$ cat src/bscl_pkg.sv
`timescale 1ns / 1ps

package bscl_pkg;

    // fixed field widths
    localparam int REQ_W   = 3;
    localparam int INDEX_W = 6;
    localparam int TOTAL_W = 7;
    localparam int POS_W   = 6;
    localparam int LEN_W   = 7;

    localparam int LENGTH_DEF = 64;
    localparam logic [LEN_W-1:0] LEN_RESET = 7'd64;

    // request codes
    localparam logic [REQ_W-1:0] REQ_SET        = 3'd0;
    localparam logic [REQ_W-1:0] REQ_CLEAR      = 3'd1;
    localparam logic [REQ_W-1:0] REQ_GET        = 3'd2;
    localparam logic [REQ_W-1:0] REQ_COUNT      = 3'd3;
    localparam logic [REQ_W-1:0] REQ_LIST_ONES  = 3'd4;
    localparam logic [REQ_W-1:0] REQ_LIST_ZEROS = 3'd5;

    typedef struct packed {
        logic load_req;    // latch a new request, clear cursor and counters
        logic single_do;   // perform set, clear or get and load its result
        logic scan_step;   // counting pass, one bit
        logic emit_final;  // load count result or empty list result
        logic list_start;  // rewind cursor for the emitting pass
        logic list_emit;   // load one list result and advance
        logic list_skip;   // advance past a non-matching bit
    } cmd_t;

    typedef struct packed {
        logic out_free;    // output register can take a result this cycle
        logic at_end;      // cursor reached the effective length
        logic cur_match;   // bit under cursor matches the request
        logic is_count;    // latched request is a count
        logic cnt_zero;    // counting pass found no match
        logic list_last;   // next list result is the final one
    } stat_t;

endpackage

$ cat src/bscl_ctrl.sv
`timescale 1ns / 1ps

module bscl_ctrl
(
    input  logic                        clk,
    input  logic                        rst_n,
    input  logic                        in_valid,
    input  logic [bscl_pkg::REQ_W-1:0]  in_req,
    output logic                        in_ready,
    input  bscl_pkg::stat_t             stat,
    output bscl_pkg::cmd_t              cmd
);

    typedef enum logic [3:0]
    {
        S_IDLE   = 4'b0001,
        S_SINGLE = 4'b0010,
        S_SCAN   = 4'b0100,
        S_LIST   = 4'b1000
    } state_t;

    state_t state_reg;
    state_t state_next;

    always_comb
    begin
        state_next = state_reg;
        cmd        = '0;
        in_ready   = 1'b0;
        case (state_reg)
            S_IDLE:
            begin
                in_ready = 1'b1;
                if (in_valid)
                begin
                    cmd.load_req = 1'b1;
                    if (in_req == bscl_pkg::REQ_SET || in_req == bscl_pkg::REQ_CLEAR ||
                        in_req == bscl_pkg::REQ_GET)
                    begin
                        state_next = S_SINGLE;
                    end
                    else if (in_req == bscl_pkg::REQ_COUNT ||
                             in_req == bscl_pkg::REQ_LIST_ONES ||
                             in_req == bscl_pkg::REQ_LIST_ZEROS)
                    begin
                        state_next = S_SCAN;
                    end
                    // unused codes are dropped
                end
            end
            S_SINGLE:
            begin
                if (stat.out_free)
                begin
                    cmd.single_do = 1'b1;
                    state_next    = S_IDLE;
                end
            end
            S_SCAN:
            begin
                if (!stat.at_end)
                begin
                    cmd.scan_step = 1'b1;
                end
                else if (stat.is_count || stat.cnt_zero)
                begin
                    if (stat.out_free)
                    begin
                        cmd.emit_final = 1'b1;
                        state_next     = S_IDLE;
                    end
                end
                else
                begin
                    cmd.list_start = 1'b1;
                    state_next     = S_LIST;
                end
            end
            S_LIST:
            begin
                if (stat.cur_match)
                begin
                    if (stat.out_free)
                    begin
                        cmd.list_emit = 1'b1;
                        if (stat.list_last)
                        begin
                            state_next = S_IDLE;
                        end
                    end
                end
                else
                begin
                    cmd.list_skip = 1'b1;
                end
            end
            default:
            begin
                state_next = S_IDLE;
            end
        endcase
    end

    always_ff @(posedge clk or negedge rst_n)
    begin
        if (!rst_n)
        begin
            state_reg <= S_IDLE;
        end
        else
        begin
            state_reg <= state_next;
        end
    end

endmodule

$ cat src/bscl_datapath.sv
`timescale 1ns / 1ps

module bscl_datapath
#(
    parameter int LENGTH = bscl_pkg::LENGTH_DEF
)
(
    input  logic                          clk,
    input  logic                          rst_n,
    input  logic                          cfg_we,
    input  logic [bscl_pkg::LEN_W-1:0]    cfg_data,
    input  logic [bscl_pkg::REQ_W-1:0]    in_req,
    input  logic [bscl_pkg::INDEX_W-1:0]  in_index,
    input  bscl_pkg::cmd_t                cmd,
    output bscl_pkg::stat_t               stat,
    input  logic                          out_ready,
    output logic                          out_valid,
    output logic                          out_status,
    output logic                          out_bit_value,
    output logic [bscl_pkg::TOTAL_W-1:0]  out_total,
    output logic [bscl_pkg::POS_W-1:0]    out_position,
    output logic                          out_none_found,
    output logic                          out_last
);

    localparam int SEL_W = (LENGTH > 1) ? $clog2(LENGTH) : 1;
    localparam logic [bscl_pkg::LEN_W-1:0] LEN_MAX = bscl_pkg::LEN_W'(LENGTH);

    logic [LENGTH-1:0]                store_reg, store_next;
    logic [bscl_pkg::LEN_W-1:0]       len_reg;
    logic [bscl_pkg::REQ_W-1:0]       req_reg, req_next;
    logic [bscl_pkg::INDEX_W-1:0]     idx_reg, idx_next;
    logic [bscl_pkg::LEN_W-1:0]       cursor_reg, cursor_next;
    logic [bscl_pkg::TOTAL_W-1:0]     cnt_reg, cnt_next;
    logic [bscl_pkg::TOTAL_W-1:0]     k_reg, k_next;

    logic                             valid_reg, valid_next;
    logic                             status_reg, status_next;
    logic                             bitv_reg, bitv_next;
    logic [bscl_pkg::TOTAL_W-1:0]     total_reg, total_next;
    logic [bscl_pkg::POS_W-1:0]       pos_reg, pos_next;
    logic                             none_reg, none_next;
    logic                             last_reg, last_next;

    logic [bscl_pkg::LEN_W-1:0]       n_eff;
    logic                             cur_bit;
    logic                             cur_sel;
    logic                             in_range;
    logic                             out_free;
    logic                             is_count;
    logic                             list_last;

    always_comb
    begin
        n_eff     = (len_reg > LEN_MAX) ? LEN_MAX : len_reg;
        cur_bit   = store_reg[cursor_reg[SEL_W-1:0]];
        cur_sel   = (req_reg == bscl_pkg::REQ_LIST_ZEROS) ? ~cur_bit : cur_bit;
        in_range  = bscl_pkg::LEN_W'(idx_reg) < n_eff;
        out_free  = !valid_reg || out_ready;
        is_count  = (req_reg == bscl_pkg::REQ_COUNT);
        list_last = ((k_reg + 7'd1) == cnt_reg);

        stat.out_free  = out_free;
        stat.at_end    = (cursor_reg >= n_eff);
        stat.cur_match = cur_sel;
        stat.is_count  = is_count;
        stat.cnt_zero  = (cnt_reg == '0);
        stat.list_last = list_last;
    end

    always_comb
    begin
        store_next  = store_reg;
        req_next    = req_reg;
        idx_next    = idx_reg;
        cursor_next = cursor_reg;
        cnt_next    = cnt_reg;
        k_next      = k_reg;
        status_next = status_reg;
        bitv_next   = bitv_reg;
        total_next  = total_reg;
        pos_next    = pos_reg;
        none_next   = none_reg;
        last_next   = last_reg;
        valid_next  = out_ready ? 1'b0 : valid_reg;

        if (cmd.load_req)
        begin
            req_next    = in_req;
            idx_next    = in_index;
            cursor_next = '0;
            cnt_next    = '0;
            k_next      = '0;
        end

        if (cmd.scan_step)
        begin
            cursor_next = cursor_reg + 7'd1;
            cnt_next    = cnt_reg + bscl_pkg::TOTAL_W'(cur_sel);
        end

        if (cmd.list_start)
        begin
            cursor_next = '0;
            k_next      = '0;
        end

        if (cmd.list_skip)
        begin
            cursor_next = cursor_reg + 7'd1;
        end

        if (cmd.single_do)
        begin
            valid_next  = 1'b1;
            status_next = !in_range;
            bitv_next   = in_range && (req_reg == bscl_pkg::REQ_GET) &&
                          store_reg[idx_reg[SEL_W-1:0]];
            total_next  = '0;
            pos_next    = '0;
            none_next   = 1'b0;
            last_next   = 1'b1;
            if (in_range && req_reg == bscl_pkg::REQ_SET)
            begin
                store_next[idx_reg[SEL_W-1:0]] = 1'b1;
            end
            if (in_range && req_reg == bscl_pkg::REQ_CLEAR)
            begin
                store_next[idx_reg[SEL_W-1:0]] = 1'b0;
            end
        end

        if (cmd.emit_final)
        begin
            valid_next  = 1'b1;
            status_next = 1'b0;
            bitv_next   = 1'b0;
            total_next  = is_count ? cnt_reg : '0;
            pos_next    = '0;
            none_next   = !is_count;
            last_next   = 1'b1;
        end

        if (cmd.list_emit)
        begin
            valid_next  = 1'b1;
            status_next = 1'b0;
            bitv_next   = 1'b0;
            total_next  = cnt_reg;
            pos_next    = bscl_pkg::POS_W'(cursor_reg[SEL_W-1:0]);
            none_next   = 1'b0;
            last_next   = list_last;
            k_next      = k_reg + 7'd1;
            cursor_next = cursor_reg + 7'd1;
        end
    end

    always_ff @(posedge clk or negedge rst_n)
    begin
        if (!rst_n)
        begin
            store_reg  <= '0;
            len_reg    <= bscl_pkg::LEN_RESET;
            req_reg    <= '0;
            cursor_reg <= '0;
            cnt_reg    <= '0;
            k_reg      <= '0;
            valid_reg  <= 1'b0;
        end
        else
        begin
            store_reg  <= store_next;
            req_reg    <= req_next;
            cursor_reg <= cursor_next;
            cnt_reg    <= cnt_next;
            k_reg      <= k_next;
            valid_reg  <= valid_next;
            if (cfg_we)
            begin
                len_reg <= cfg_data;
            end
        end
    end

    // result payload and latched index, no reset
    always_ff @(posedge clk)
    begin
        idx_reg    <= idx_next;
        status_reg <= status_next;
        bitv_reg   <= bitv_next;
        total_reg  <= total_next;
        pos_reg    <= pos_next;
        none_reg   <= none_next;
        last_reg   <= last_next;
    end

    assign out_valid      = valid_reg;
    assign out_status     = status_reg;
    assign out_bit_value  = bitv_reg;
    assign out_total      = total_reg;
    assign out_position   = pos_reg;
    assign out_none_found = none_reg;
    assign out_last       = last_reg;

endmodule

$ cat src/bitmap_set_clear_count_list_core.sv
`timescale 1ns / 1ps
// set, clear, get: accepted in idle, performed once the output register is free,
// result registered; no new request is taken until then. count, list: a single bit
// cursor walks the effective length once to count and, if a list has matches, once to emit
// reset: map all zeros, length_in_use 64, output empty
module bitmap_set_clear_count_list_core
#(
    parameter int LENGTH = bscl_pkg::LENGTH_DEF
)
(
    input  logic        clk,
    input  logic        rst_n,
    input  logic        cfg_we,
    input  logic [6:0]  cfg_data,
    input  logic        s_tvalid,
    output logic        s_tready,
    input  logic [15:0] s_tdata,   // req_type[2:0], bit_index[8:3], zeros
    output logic        m_tvalid,
    input  logic        m_tready,
    output logic [15:0] m_tdata,   // bit_value[0], total[7:1], position[13:8], zeros
    output logic [1:0]  m_tuser,   // status[0], none_found[1]
    output logic        m_tlast
);

    bscl_pkg::cmd_t  cmd;
    bscl_pkg::stat_t stat;

    logic                          out_status;
    logic                          out_bit_value;
    logic [bscl_pkg::TOTAL_W-1:0]  out_total;
    logic [bscl_pkg::POS_W-1:0]    out_position;
    logic                          out_none_found;

    bscl_ctrl u_ctrl
    (
        .clk      (clk),
        .rst_n    (rst_n),
        .in_valid (s_tvalid),
        .in_req   (s_tdata[2:0]),
        .in_ready (s_tready),
        .stat     (stat),
        .cmd      (cmd)
    );

    bscl_datapath #(
        .LENGTH (LENGTH)
    ) u_datapath
    (
        .clk            (clk),
        .rst_n          (rst_n),
        .cfg_we         (cfg_we),
        .cfg_data       (cfg_data),
        .in_req         (s_tdata[2:0]),
        .in_index       (s_tdata[8:3]),
        .cmd            (cmd),
        .stat           (stat),
        .out_ready      (m_tready),
        .out_valid      (m_tvalid),
        .out_status     (out_status),
        .out_bit_value  (out_bit_value),
        .out_total      (out_total),
        .out_position   (out_position),
        .out_none_found (out_none_found),
        .out_last       (m_tlast)
    );

    assign m_tdata = {2'b00, out_position, out_total, out_bit_value};
    assign m_tuser = {out_none_found, out_status};

endmodule

$ cat config.mk
export PLATFORM = sky130hd
export DESIGN_NAME = bitmap_set_clear_count_list_core
export DESIGN_NICKNAME = d
export VERILOG_FILES = /design/src/bscl_pkg.sv /design/src/bscl_ctrl.sv /design/src/bscl_datapath.sv /design/src/bitmap_set_clear_count_list_core.sv
export SDC_FILE = /design/constraint.sdc
export NUM_CORES = 1
export LEC_CHECK = 0
export CORE_ASPECT_RATIO = 0.6
export CORE_MARGIN = 2
export CORE_UTILIZATION = 45
export CTS_BUF_LIST = sky130_fd_sc_hd__clkbuf_8
export DETAILED_ROUTE_END_ITERATION = 10
export DONT_BUFFER_PORTS = 1
export HOLD_SLACK_MARGIN = 0.12
export PLACE_DENSITY = 0.56
export SYNTH_ARGS = -nofsm -noshare
export SYNTH_HDL_FRONTEND = slang
export SYNTH_SLANG_ARGS = --single-unit
$ cat constraint.sdc
create_clock -name clk -period 3.4 [get_ports clk]
set_input_delay 0.68 -clock clk [delete_from_list [all_inputs] [get_ports clk]]
set_output_delay 0.68 -clock clk [all_outputs]
set_load 0.1 [all_outputs]
# Yosys cells after proc, flatten, opt, wreduce, memory -nomap -nowiden
# Index checks and enable logic that the tools add are counted.
[classes] add_sub_neg=3 order_cmp=6 n_eq_ne=20 mux=58 n_bitwise=4 n_reduce_logical=25
[ops] operator="$mux W64" count=3
[ops] operator="$mux W7" count=13
[ops] operator="$and A64 B64 Y64" count=1
[ops] operator="$not A64 Y64" count=1
[ops] operator="$or A64 B64 Y64" count=1
[ops] operator="$mux W4" count=9
[ops] operator="$mux W1" count=23
[ops] operator="$mux W6" count=3
[ops] operator="$pmux W4 S4" count=1
[ops] operator="$add A7 B1 Y7 const B" count=2
[ops] operator="$lt A6 B7 Y1 const B" count=2
[ops] operator="$bmux W1 S6" count=2
[ops] operator="$eq A3 B2 Y1 const B" count=4
[ops] operator="$eq A3 B3 Y1 const B" count=3
[ops] operator="$ne A2 B1 Y1 const B" count=4
[ops] operator="$add A7 B1 Y7" count=1
[ops] operator="$eq A7 B7 Y1" count=1
[ops] operator="$ge A7 B7 Y1" count=1
[ops] operator="$gt A7 B7 Y1 const B" count=1
[ops] operator="$logic_not A7 Y1" count=1
[ops] operator="$lt A6 B7 Y1" count=1
[ops] operator="$demux W1 S6" count=1
[ops] operator="$eq A3 B1 Y1 const B" count=2
[ops] operator="$ge A6 B1 Y1 const B" count=1
[ops] operator="19 further kinds" count=34
[totals] regBits=123 in_bits=28 out_inout_bits=21 word_cells=131

# Depth between registers and ports, before layout
# Gate-level depths: netlist of the first run.
[depth] ltp_word=10 ltp_mapped=15 ltp_nobuf=11

# Cells and area by module
# Synthesis of the first run repeated with hierarchy kept, for this count alone.
[unflattened] cells_unflattened=700 hier_area_um2=7234.4
[modules_own_cells] mod="bscl_datapath" n_inst=1 cells_per_inst=649 area_each_um2=6789.0 seq_area_each_um2=3064.2
[modules_own_cells] mod="bscl_ctrl" n_inst=1 cells_per_inst=45 area_each_um2=404.1 seq_area_each_um2=101.3
[modules_own_cells] mod="bitmap_set_clear_count_list_core" n_inst=1 cells_per_inst=6 area_each_um2=41.3 seq_area_each_um2=0.0

# Least setup slack after synthesis of the first run
# No wires, ideal clock.
[synth_path] path_type="register -> register" from="register u_datapath.cursor_reg[0] (netlist name)" to="register u_datapath.last_reg, in the netlist u_datapath.out_last (enable)" setup_ns=0.354 t_arrival_ns=2.591 required_time_ns=3.046 setup_slack_ns=0.455 path_stages_with_launch=12 n_path_buf=3 period_less_slack_ns=2.945 path_cell_list="dfrtp_1 buf_6 mux4_2 and4b_1 a211oi_2 a311oi_1 and4bb_1 buf_4 and2_4 buf_2 nor3b_2 inv_1"
[synth_via] elab_chain_len=7 word_cells_on_any_way=10 classes_between="1 x order compare; 7 x mux; 1 x bitwise; 1 x reduce/logical"
[synth_rtl] element="from (decl)" line="bscl_datapath.sv:33" source="logic [bscl_pkg::LEN_W-1:0] cursor_reg, cursor_next;"
[synth_rtl] element="from (signal assigned)" line="bscl_datapath.sv:174" source="cursor_reg <= cursor_next;"
[synth_rtl] element="$bmux W1 S6" line="bscl_datapath.sv:56" source="cur_bit = store_reg[cursor_reg[SEL_W-1:0]];"
[synth_rtl] element="$mux W1 (implied by the code)" line="bscl_datapath.sv:56"
[synth_rtl] element="$not A1 Y1" line="bscl_datapath.sv:57" source="cur_sel = (req_reg == bscl_pkg::REQ_LIST_ZEROS) ? ~cur_bit : cur_bit;"
[synth_rtl] element="$mux W1" line="bscl_datapath.sv:57"
[synth_rtl] element="$mux W1" line="bscl_ctrl.sv:81" source="if (stat.cur_match)"
[synth_rtl] element="$mux W2" line="bscl_ctrl.sv:30" source="case (state_reg)"
[synth_rtl] element="$reduce_bool A3 Y1 (no line) *"
[synth_rtl] element="to (signal assigned)" line="bscl_datapath.sv:194" source="last_reg <= last_next;"
[synth_rtl] element="to (decl)" line="bscl_datapath.sv:43" source="logic last_reg, last_next;"
# Mark *: on every way between the ends. The rest lies on a longest branch, timed or not. The select of a mux whose other input is x is not followed.
# A chain may end at the register's enable or synchronous reset.

# Final worst setup path of the first run
[layout_path] from="register u_datapath.cursor_reg[0] (netlist name)" to="register u_datapath.cnt_reg[6] (netlist name)"
[layout_via] elab_chain_len=6 word_cells_on_any_way=10 classes_between="1 x add/sub; 1 x order compare; 6 x mux; 1 x bitwise; 1 x reduce/logical"
[layout_rtl] element="$bmux W1 S6" line="bscl_datapath.sv:56"
[layout_rtl] element="$mux W1 (implied by the code)" line="bscl_datapath.sv:56"
[layout_rtl] element="$not A1 Y1" line="bscl_datapath.sv:57"
[layout_rtl] element="$mux W1" line="bscl_datapath.sv:57"
[layout_rtl] element="$add A7 B1 Y7" line="bscl_datapath.sv:99" source="cnt_next = cnt_reg + bscl_pkg::TOTAL_W'(cur_sel);"
[layout_rtl] element="$mux W7" line="bscl_datapath.sv:96" source="if (cmd.scan_step)"
[layout_rtl] element="to (signal assigned)" line="bscl_datapath.sv:175" source="cnt_reg <= cnt_next;"
[layout_rtl] element="to (decl)" line="bscl_datapath.sv:34" source="logic [bscl_pkg::TOTAL_W-1:0] cnt_reg, cnt_next;"
# Several ways; a longest one is shown, not always the timed one. The select of a mux whose other input is x is not followed.

==> results of run 1 <==
## per-layer routing
metal,share of wire (%),global-route usage (%),wire [um],vias up
li1,-,-,-,2723
met1,51,39.40,10400,2931
met2,40,33.90,8290,218
met3,8.2,6.448,1675,15
met4,0.81,4.973,166,0
met5,0,0,0,-
## critical path: cells and delay by family (launching register included)
family,cells,cell delay [ps]
AOI/OAI and AO/OA,4,770
muxes,1,540
and+or+nand+nor,3,700
buffers and inverters,1,160
adders and majority gates,2,360
xor gates and xnor gates,1,210
DFF,1,390
## where the power goes
group	leakage (uW)	switching (uW)	internal [uW]
Sequential	0.00157	419	1670
Combinational	0.00152	978	517
Clock	0.000225	644	874
## cell type report
cell class                      instances  area [um2]  share of cell area, %
Sequential cell                       123        3169                  39.95
Clock buffer                           17       234.0                  2.950
Tap cell                              203       254.0                  3.202
Clock inverter                         15       221.5                  2.792
Inverter                               14       52.55                 0.6625
Timing Repair Buffer                   36       332.8                  4.196
Multi-Input combinational cell        535        3669                  46.25
## final timing paths
kind / from / to / slack [ps] / depth (start not counted)
max: u_datapath.cursor_reg[0]$_DFFE_PN0P_ / u_datapath.cnt_reg[6]$_DFFE_PN0P_ / 140 / 12
min: rst_n / u_datapath.len_reg[2]$_DFFE_PN0P_ / 170 / 1
max reg2reg: u_datapath.cursor_reg[0]$_DFFE_PN0P_ / u_datapath.cnt_reg[6]$_DFFE_PN0P_ / 140 / 12
min reg2reg: u_ctrl.state_reg[3]$_DFFE_PN0P_ / u_ctrl.state_reg[1]$_DFFE_PN0P_ / 510 / 1
max in group asynchronous: rst_n / u_datapath.cursor_reg[4]$_DFFE_PN0P_ / 2800 / 1
min in group clk: cfg_we / u_datapath.len_reg[6]$_DFFE_PN1P_ / 290 / 1
## cells by family after synthesis
| family | Yosys count | synth area share (%) |
|---|---|---|
| buffers and inverters | 78 | 4.892 |
| muxes | 49 | 10.41 |
| AOI/OAI and AO/OA | 232 | 20.39 |
| DFF | 123 | 44.21 |
| adders and majority gates | 16 | 2.796 |
| and+or+nand+nor | 224 | 15.78 |
| xor gates and xnor gates | 12 | 1.468 |
| other | 1 | 0.05237 |
## per-stage QoR
stage / total power (uW) / utilization [%]
final: 5100 / 51.32
after global routing: 5351 / 51.32
after CTS: 5050 / 50.87
after detailed placement: 3511 / 47.75
after global placement: 3468 / 47.75
after floorplan: 3103 / -
## repair_timing
action,4_1_cts,5_1_grt
endpoints found under the hold margin,100,0
pin swaps,0,3
setup endpoints to repair,1,16
hold buffers,1,0
cloned,0,1
gates resized for setup,1,6
buffers inserted,0,3
## cells in the final DEF (no fill, tap or decap), types with 15 or more instances in the layout
cell,n
clkbuf_8,17
o21ai_0,16
a31oi_1,33
o31ai_1,35
a21oi_1,52
dfrtp_1,95
mux4_2,19
mux2i_1,16
nand3_1,17
nor2_1,37
nor3_1,15
edfxtp_1,20
buf_4,32
nand2_1,75
o21ai_1,43
nor2b_1,16
==> results.md, run 1 <==
- Gr usage total: 24.89%
- Largest net degree at the start of global routing: 101
- Synth unique cells: 73
- PnR worst setup slack: 143.3 ps
- Width of the chip: 166.9 um
- Core box area: 15460 um2
- Cell with the most instances after synthesis: dfrtp_1
- Final WL: 20.53 mm
- Layout Cells excl Fill: 943
- Post-synth top area share: 34.25%
- Final Hold Fails: 0
- Diodes inserted: 0
- #FFs+latches synth: 123
- CP Max Fanout: 10
- CTS tree: done
- Period utilization: 95.79%
- Clk root buf: clkbuf_8
- Maximum clock path buffer count: 2
- Row count: 35
- Final Setup Violations: 0
- First-pass GRT wire length: 31.91 mm
- Data arrival time of the worst path: 3570 ps
- Max Clock Skew: 17.31 ps
- Leak: 0.003310 uW
- P per Cell Area: 643.0 nW/um2
- Inst Count DP: 906
- Max Fclk: 307.1 MHz
- Fillers: 1381
- Final instance area: 7933 um2
- WL per Instance: 21.77 um
- Final #Nets: 771
- Synth area leader: dfrtp_1
- Worst skew pair latency: 450 ps
- Yosys warns: 0
- Area after DPL: 7381 um2
- Via-to-Cell Ratio: 6.243
- Number of remaining DRC errors: 0
- Final Wtd Congestion: 0.8871
- DP HPWL: 13.89 mm
- Area growth syn-to-layout: 10.78%
- Sequential share of the synthesized area: 44.21%
- Number of global-route vias before repair: 5474
- Worst EP required: 3710 ps
- Syn Std Cell Area: 7161 um2
- Largest register FFs: 64
- I/O Pins: 49
- DR vias: 5887
- # H-tree levels: 4
- CTS clock-pin slew for the worst setup and hold paths: 80 ps
- Synth area leaders: dfrtp_1 34%, edfxtp_1 8.4%, mux4_2 6.0%
- TritonRoute pass-1 iters: 5
- HP Class: in -> async
- Synth async-reset ratio: 81.30%
- CP max-delay cell: mux4_2
- Main flop type after synthesis: dfrtp_1
- Port buffer count: 0
- Worst setup EP type: flip-flop
- EDFF count, synth: 20
- VDD IR max: 0.3332 mV
- Average size of a mapped cell: 9.742 um2
- Final Hold Slack: 170.1 ps
- MaxCap Viol Count: 0
- RSZ-0062 raised after global routing: false
- Post-synthesis cell count: 735
- Initial antenna violation count: 0
- Pre-CTS setup slack: 0.08749 ps
- Critical path cell sequence: buf_12, mux4_2, a22o_1, a211oi_2, a311oi_1, and4bb_4, ha_4, ha_2, and3_1, nand3_1, xor2_1, o21ai_1
- Post-synth top cells: 98 x dfrtp_1, 75 x nand2_1, 52 x a21oi_1
- WS Path Type: reg -> reg
- Drt initial violations: 652
- Post-route setup TNS: 0 ps
- Total CTS buffers: 17
- Final slew viol count: 0
- Die H: 101.7 um
- Startpoint types: flip-flop
- Least-Margin Pin Slew: 1158 ps
- Clk sinks: 123
- Die area: 16970 um2
- Worst slew margin: 22.66%
- CP peak stage delay: 540 ps
- Grt ovf: 0
- DRT antenna net count: 0
- Min Clock Period, post-route: 3257 ps
- Outcome: completed
- Share of post-route cells with drive strength above 1: 16.08%
- Initial Util: 46.32%
No activity file was read; power rests on OpenSTA's default activity.
==> run 2, diff against run 1 <==
Settings changed: CTS_BUF_LIST sky130_fd_sc_hd__clkbuf_8 to default.
Clock period 3.4 ns to 3.1 ns, I/O delays scaled along.
==> results.md, run 2 (synthesis results as in run 1) <==
- Number of remaining DRC errors: 0 (unchanged)
- Via-to-Cell Ratio: 6.261 (+0.29%)
- Post-route setup TNS: 0 ps (unchanged)
- Width of the chip: 166.9 um (unchanged)
- CP Max Fanout: 5 (-5)
- Sequential cell area: 3171 um2 (about the same)
- Number of global-route vias before repair: 5635 (+2.9%)
- Worst setup EP type: flip-flop
- Area after DPL: 7503 um2 (+1.7%)
- Maximum clock path buffer count: 2 (unchanged)
- Area growth syn-to-layout: 15.41%
- Inst Count DP: 919 (+1.4%)
- Commonest non-fill, non-tap cell in the layout: dfrtp_1
- Clk sinks: 123 (unchanged)
- CP peak stage delay: 530 ps (about the same)
- Final instance area: 8264 um2 (+4.2%)
- DR vias: 5998 (+1.9%)
- Largest register FFs: 64 (unchanged)
- Core box area: 15460 um2 (unchanged)
- Initial antenna violation count: 0 (unchanged)
- Pre-CTS setup slack: -58.32 ps (-58.40 ps)
- Delay-heaviest family, CP: compound AO/OA/AOI/OAI gates
- Total CTS buffers: 17 (unchanged)
- WL per Instance: 21.35 um (-1.9%)
- Max Fclk: 329.7 MHz (+7.4%)
- DP HPWL: 13.87 mm (-0.11%)
- Multi-input logic area: 3704 um2 (+0.95%)
- Worst skew pair latency: 410 ps (-40 ps)
- Gr usage total: 24.65% (-0.24 points)
- Critical path cell sequence: buf_12, mux4_2, a22o_1, a211oi_2, a311oi_1, and4bb_4, ha_4, ha_4, and3_4, nand3_2, xor2_1, o21ai_1
- Initial Util: 46.32% (unchanged)
- Die H: 101.7 um (unchanged)
- Final Wtd Congestion: 0.8697 (-2.0%)
- CP most frequent cell: ha_4
- Die area: 16970 um2 (unchanged)
- Worst EP required: 3440 ps (-270 ps)
- Share of post-route cells with drive strength above 1: 18.15% (+2.1 points)
- Final #Nets: 786 (+1.9%)
- Diodes inserted: 0 (unchanged)
- Max Clock Skew: 11.71 ps (-5.600 ps)
- Largest net degree at the start of global routing: 101 (unchanged)
- Fillers: 1394 (+0.94%)
- Drt initial violations: 623 (-4.4%)
- CP max-delay cell: mux4_2
- TritonRoute pass-1 iters: 5 (unchanged)
- Internal Pwr Total: 3740 uW (+22%)
- Final Setup Violations: 0 (unchanged)
- Clk root buf: clkbuf_16
- Commonest non-fill, non-tap cells in the layout: 94 x dfrtp_1, 75 x nand2_1, 52 x a21oi_1, 44 x o21ai_1, 41 x buf_4
- Grt ovf: 0 (unchanged)
- CTS tree: done
- Crit path buf inv count: 1 (unchanged)
- # H-tree levels: 4 (unchanged)
- NetSw: 2289 uW (+12%)
- Least-Margin Pin Slew: 990.3 ps (-167.4 ps)
- VDD IR max: 0.3907 mV (+17%)
- Startpoint types: flip-flop
- Data arrival time of the worst path: 3370 ps (-200 ps)
- Worst slew margin: 33.89% (+11 points)
- Final slew viol count: 0 (unchanged)
- PnR worst setup slack: 66.75 ps (-76.54 ps)
- Flop pwr share: 37.6% (-3.3 points)
- Outcome: completed
- Period utilization: 97.85% (+2.1 points)
- WS Path Type: reg -> reg
- Port buffer count: 0 (unchanged)
- Sw Share: 37.97% (-2.1 points)
- P per Cell Area: 729.5 nW/um2 (+13%)
- First-pass GRT wire length: 31.90 mm (about the same)
- MaxCap Viol Count: 0 (unchanged)
- DRT antenna net count: 0 (unchanged)
- Final Hold Fails: 0 (unchanged)
- Leak: 0.003453 uW (+4.3%)
- Min Clock Period, post-route: 3033 ps (-223.5 ps)
- Layout Cells excl Fill: 958 (+1.6%)
- Final WL: 20.45 mm (-0.36%)
- HP Class: in -> async
- CTS clock-pin slew for the worst setup and hold paths: 60 ps (-20 ps)
- Comb power frac: 29.6% (+0.3 points)
- Row count: 35 (unchanged)
- Clk pwr share: 32.8% (+3.0 points)
- I/O Pins: 49 (unchanged)
## run 2: cell types whose count changed in the layout (fill, tap and decap cells not counted), moves of 3 or more
cell	change
buf_12	+3
buf_4	+9
clkbuf_16	+17
clkbuf_8	-17
clkinv_2	+4
## run 2: routing by layer
metal	wire, um	share of wire, %	GRT usage (%)
met4	252	1.2	5.637
met3	2134	10	6.800
met1	9880	48	38.49
met5	0	0	0
met2	8185	40	33.55
## run 2: path summary, 6_finish.rpt
path,start,to,slack (ps),cells after the start
setup reg to reg,u_datapath.cursor_reg[0]$_DFFE_PN0P_,u_datapath.cnt_reg[6]$_DFFE_PN0P_,70,12
setup / recovery,u_datapath.cursor_reg[0]$_DFFE_PN0P_,u_datapath.cnt_reg[6]$_DFFE_PN0P_,70,12
max in group asynchronous,rst_n,u_datapath.cursor_reg[0]$_DFFE_PN0P_,2520,1
hold / removal,rst_n,u_datapath.store_reg[21]$_DFFE_PN0P_,110,1
hold reg to reg,u_datapath.len_reg[3]$_DFFE_PN0P_,u_datapath.len_reg[3]$_DFFE_PN0P_,510,1
min in group clk,cfg_we,u_datapath.len_reg[6]$_DFFE_PN1P_,270,1
## run 2: final cells by class
type / count / area share [%]
Multi-Input combinational cell: 535 / 44.81
Inverter: 14 / 0.6662
Sequential cell: 123 / 38.36
Tap cell: 203 / 3.073
Clock buffer: 18 / 5.193
Timing Repair Buffer: 51 / 6.026
Clock inverter: 14 / 1.862
## run 2: per-stage QoR
stage	power, uW	util (%)	hold slack, ps
CTS	5935	52.51	150.0
finish	6029	53.46	111.3
global placement	3861	48.54	328.6
global route	6309	53.46	150.0
floorplan	3403	-	324.4
detailed placement	3903	48.54	327.5
## run 2: worst reg2reg max path, cell delays in order, from the launching register on
cell	delay, ps
dfrtp_2	400
buf_12	150
mux4_2	540
a22o_1	270
a211oi_2	240
a311oi_1	110
and4bb_4	410
ha_4	170
ha_4	130
and3_4	190
nand3_2	80
xor2_1	160
o21ai_1	130
## run 2: repair_timing
item,CTS,global route
endpoints found under the setup margin,2,35
hold endpoints to repair,100,0
gates resized for setup,2,19
pin swaps,1,6
hold buffers,1,0
setup buffers,0,6
gates cloned,0,1
## run 2: power by group through the flow
stage               Combinational, uW  Sequential, uW  Clock [uW]
global placement                 1590            2270           0
finish                           1780            2270        1980
floorplan                        1270            2130           0
global route                     1940            2290        2080
CTS                              1670            2250        2010
detailed placement               1630            2280           0
==> run 3, diff against run 2 <==
--- a/config.mk
+++ b/config.mk
@@ -7,3 +7,2 @@
 export LEC_CHECK = 0
-export CORE_ASPECT_RATIO = 0.6
 export CORE_MARGIN = 2
@@ -14,2 +13,3 @@
 export PLACE_DENSITY = 0.56
+export REMOVE_ABC_BUFFERS = 1
 export SYNTH_ARGS = -nofsm -noshare
--- a/constraint.sdc
+++ b/constraint.sdc
@@ -3,2 +3,2 @@
 set_output_delay 0.62 -clock clk [all_outputs]
-set_load 0.1 [all_outputs]
+set_load 0.05 [all_outputs]
==> results.md, run 3 (synthesis results as in run 1) <==
- Inst Count DP: 926 (+0.76%)
- Share of post-route cells with drive strength above 1: 17.38% (-0.77 points)
- Row count: 46 (+31%)
- Period utilization: 97.55% (-0.29 points)
- Via-to-Cell Ratio: 6.028 (-3.7%)
- Worst reg-to-reg setup slack: 80 ps (about the same)
- Number of remaining DRC errors: 0 (unchanged)
- Initial antenna violation count: 0 (unchanged)
- Max Clock Skew: 8.509 ps (-3.199 ps)
- Grt ovf: 0 (unchanged)
- CP Max Fanout: 6 (+1)
- Die H: 130.1 um (+28%)
- CP most frequent cell: ha_4
- Worst skew pair latency: 430 ps (+20 ps)
- Largest register FFs: 64 (unchanged)
- Worst EP required: 3410 ps (-30 ps)
- TritonRoute pass-1 iters: 6 (+1)
- Worst setup EP type: flip-flop
- RSZ-0062 raised after global routing: true
- Diodes inserted: 0 (unchanged)
- Final #Nets: 779 (-0.89%)
- # H-tree levels: 4 (unchanged)
- P per Cell Area: 705.1 nW/um2 (-3.3%)
- I/O Pins: 49 (unchanged)
- Core box area: 15710 um2 (+1.6%)
- Least-Margin Pin Slew: 786.1 ps (-204.2 ps)
- HP Class: in -> async
- Clk root buf: clkbuf_16
- Critical path cell sequence: buf_12, mux4_2, a22o_1, a211oi_2, a311oi_1, and4bb_4, ha_4, ha_4, and3_4, nor2_1, o21ai_1, o31ai_2
- Area growth syn-to-layout: 14.50%
- Leak: 0.003420 uW (-0.96%)
- MaxCap Viol Count: 0 (unchanged)
- Data arrival time of the worst path: 3330 ps (-40 ps)
- Commonest non-fill, non-tap cell in the layout: dfrtp_1
- Startpoint types: flip-flop
- Port buffer count: 0 (unchanged)
- CTS tree: done
- Final Wtd Congestion: 0.8637 (-0.69%)
- Gr usage total: 23.91% (-0.74 points)
- DRT antenna net count: 0 (unchanged)
- Fillers: 1427 (+2.4%)
- Total CTS buffers: 17 (unchanged)
- Initial Util: 45.57% (-0.75 points)
- Layout Cells excl Fill: 964 (+0.63%)
- Final slew viol count: 0 (unchanged)
- VDD IR max: 0.4192 mV (+7.3%)
- Min Clock Period, post-route: 3024 ps (-9.120 ps)
- Final WL: 19.33 mm (-5.5%)
- CP max-delay cell: mux4_2
- Design Power: 5781 uW (-4.1%)
- Max Fclk: 330.7 MHz (+0.30%)
- Worst slew margin: 47.40% (+14 points)
- Final Setup Violations: 0 (unchanged)
- CP peak stage delay: 510 ps (-20 ps)
- Width of the chip: 130.1 um (-22%)
- DP HPWL: 12.72 mm (-8.3%)
- Final Hold Fails: 0 (unchanged)
- Clk sinks: 123 (unchanged)
- WS Path Type: reg -> reg
- Final Hold Slack: 79.22 ps (-32.07 ps)
- WL per Instance: 20.05 um (-6.1%)
- Commonest non-fill, non-tap cells in the layout: 97 x dfrtp_1, 75 x nand2_1, 52 x a21oi_1, 44 x o21ai_1
- Number of global-route vias before repair: 5576 (-1.0%)
- Die area: 16940 um2 (-0.19%)
- CTS clock-pin slew for the worst setup and hold paths: 50 ps (about the same)
- Drt initial violations: 485 (-22%)
- DR vias: 5811 (-3.1%)
- Largest net degree at the start of global routing: 101 (unchanged)
- First-pass GRT wire length: 30.64 mm (-4.0%)
- Maximum clock path buffer count: 2 (unchanged)
- Outcome: completed
run 3: cell types whose count changed in the layout (fill, tap and decap cells not counted), moves of 3 or more:
| cell | before | now |
|---|---|---|
| buf_4 | 41 | 37 |
| clkbuf_1 | 1 | 4 |
| clkbuf_8 | 0 | 3 |
| dfrtp_1 | 94 | 97 |
| dfrtp_2 | 4 | 1 |
run 3: timing repair:
action / in CTS / in global routing
hold buffers: 1 / 0
setup endpoints to repair: 16 / 21
endpoints found under the hold margin: 100 / 0
buffers inserted: 0 / 5
pin swaps: 1 / 7
resized for setup: 3 / 12
run 3: area by class of cell:
type                            count  area [um2]  area share [%]
Inverter                           14       56.30          0.6867
Timing Repair Buffer               44       401.6           4.899
Clock inverter                      8       117.6           1.434
Multi-Input combinational cell    535        3705           45.19
Tap cell                          216       270.3           3.296
Sequential cell                   123        3167           38.62
Clock buffer                       24       481.7           5.875
run 3: final timing paths:
check	startpoint	to	depth (start not counted)
worst max-delay path	u_datapath.cursor_reg[0]$_DFFE_PN0P_	u_datapath.cnt_reg[4]$_DFFE_PN0P_	12
worst min-delay path	rst_n	u_datapath.cnt_reg[6]$_DFFE_PN0P_	1
worst max register to register	u_datapath.cursor_reg[0]$_DFFE_PN0P_	u_datapath.cnt_reg[4]$_DFFE_PN0P_	12
worst min register to register	u_datapath.cursor_reg[6]$_DFFE_PN0P_	u_datapath.cursor_reg[6]$_DFFE_PN0P_	1
max in group asynchronous	rst_n	u_datapath.store_reg[28]$_DFFE_PN0P_	1
min in group clk	cfg_we	u_datapath.len_reg[6]$_DFFE_PN1P_	1
run 3: worst max-delay path: cells and delay by family (launching register included):
kind,cells,cell delay (ps)
AOI/OAI and AO/OA,5,930
and+or+nand+nor,3,640
muxes,1,510
DFF,1,390
adders and majority gates,2,280
buffers and inverters,1,140
run 3: routing by layer:
layer | share of wire (%) | wire [um] | global-route usage [%] | vias up
met5 | 0 | 0 | 0 | -
met4 | 1.7 | 331 | 8.033 | 0
li1 | - | - | - | 2729
met1 | 44 | 8574 | 32.19 | 2855
met3 | 5.3 | 1033 | 4.961 | 25
met2 | 49 | 9392 | 38.74 | 202
run 3: report_power, final:
group / leakage [uW] / internal [uW] / switching, uW
clock: 0.000294 / 1320 / 718
sequential: 0.00157 / 1830 / 328
combinational: 0.00156 / 585 / 996
total: 0.00342 / 3740 / 2040
run 3: per-stage QoR:
step	util, %	worst slack, ps	instance area (um2)	setup TNS (ps)
floorplan	-	-175.9	6867	-5958
global placement	47.49	-46.16	7462	-183.8
detailed placement	47.49	-97.08	7462	-1234
CTS	51.54	16.27	8098	0
global route	52.18	-24.27	8199	-50.87
finish	52.18	75.87	8199	0
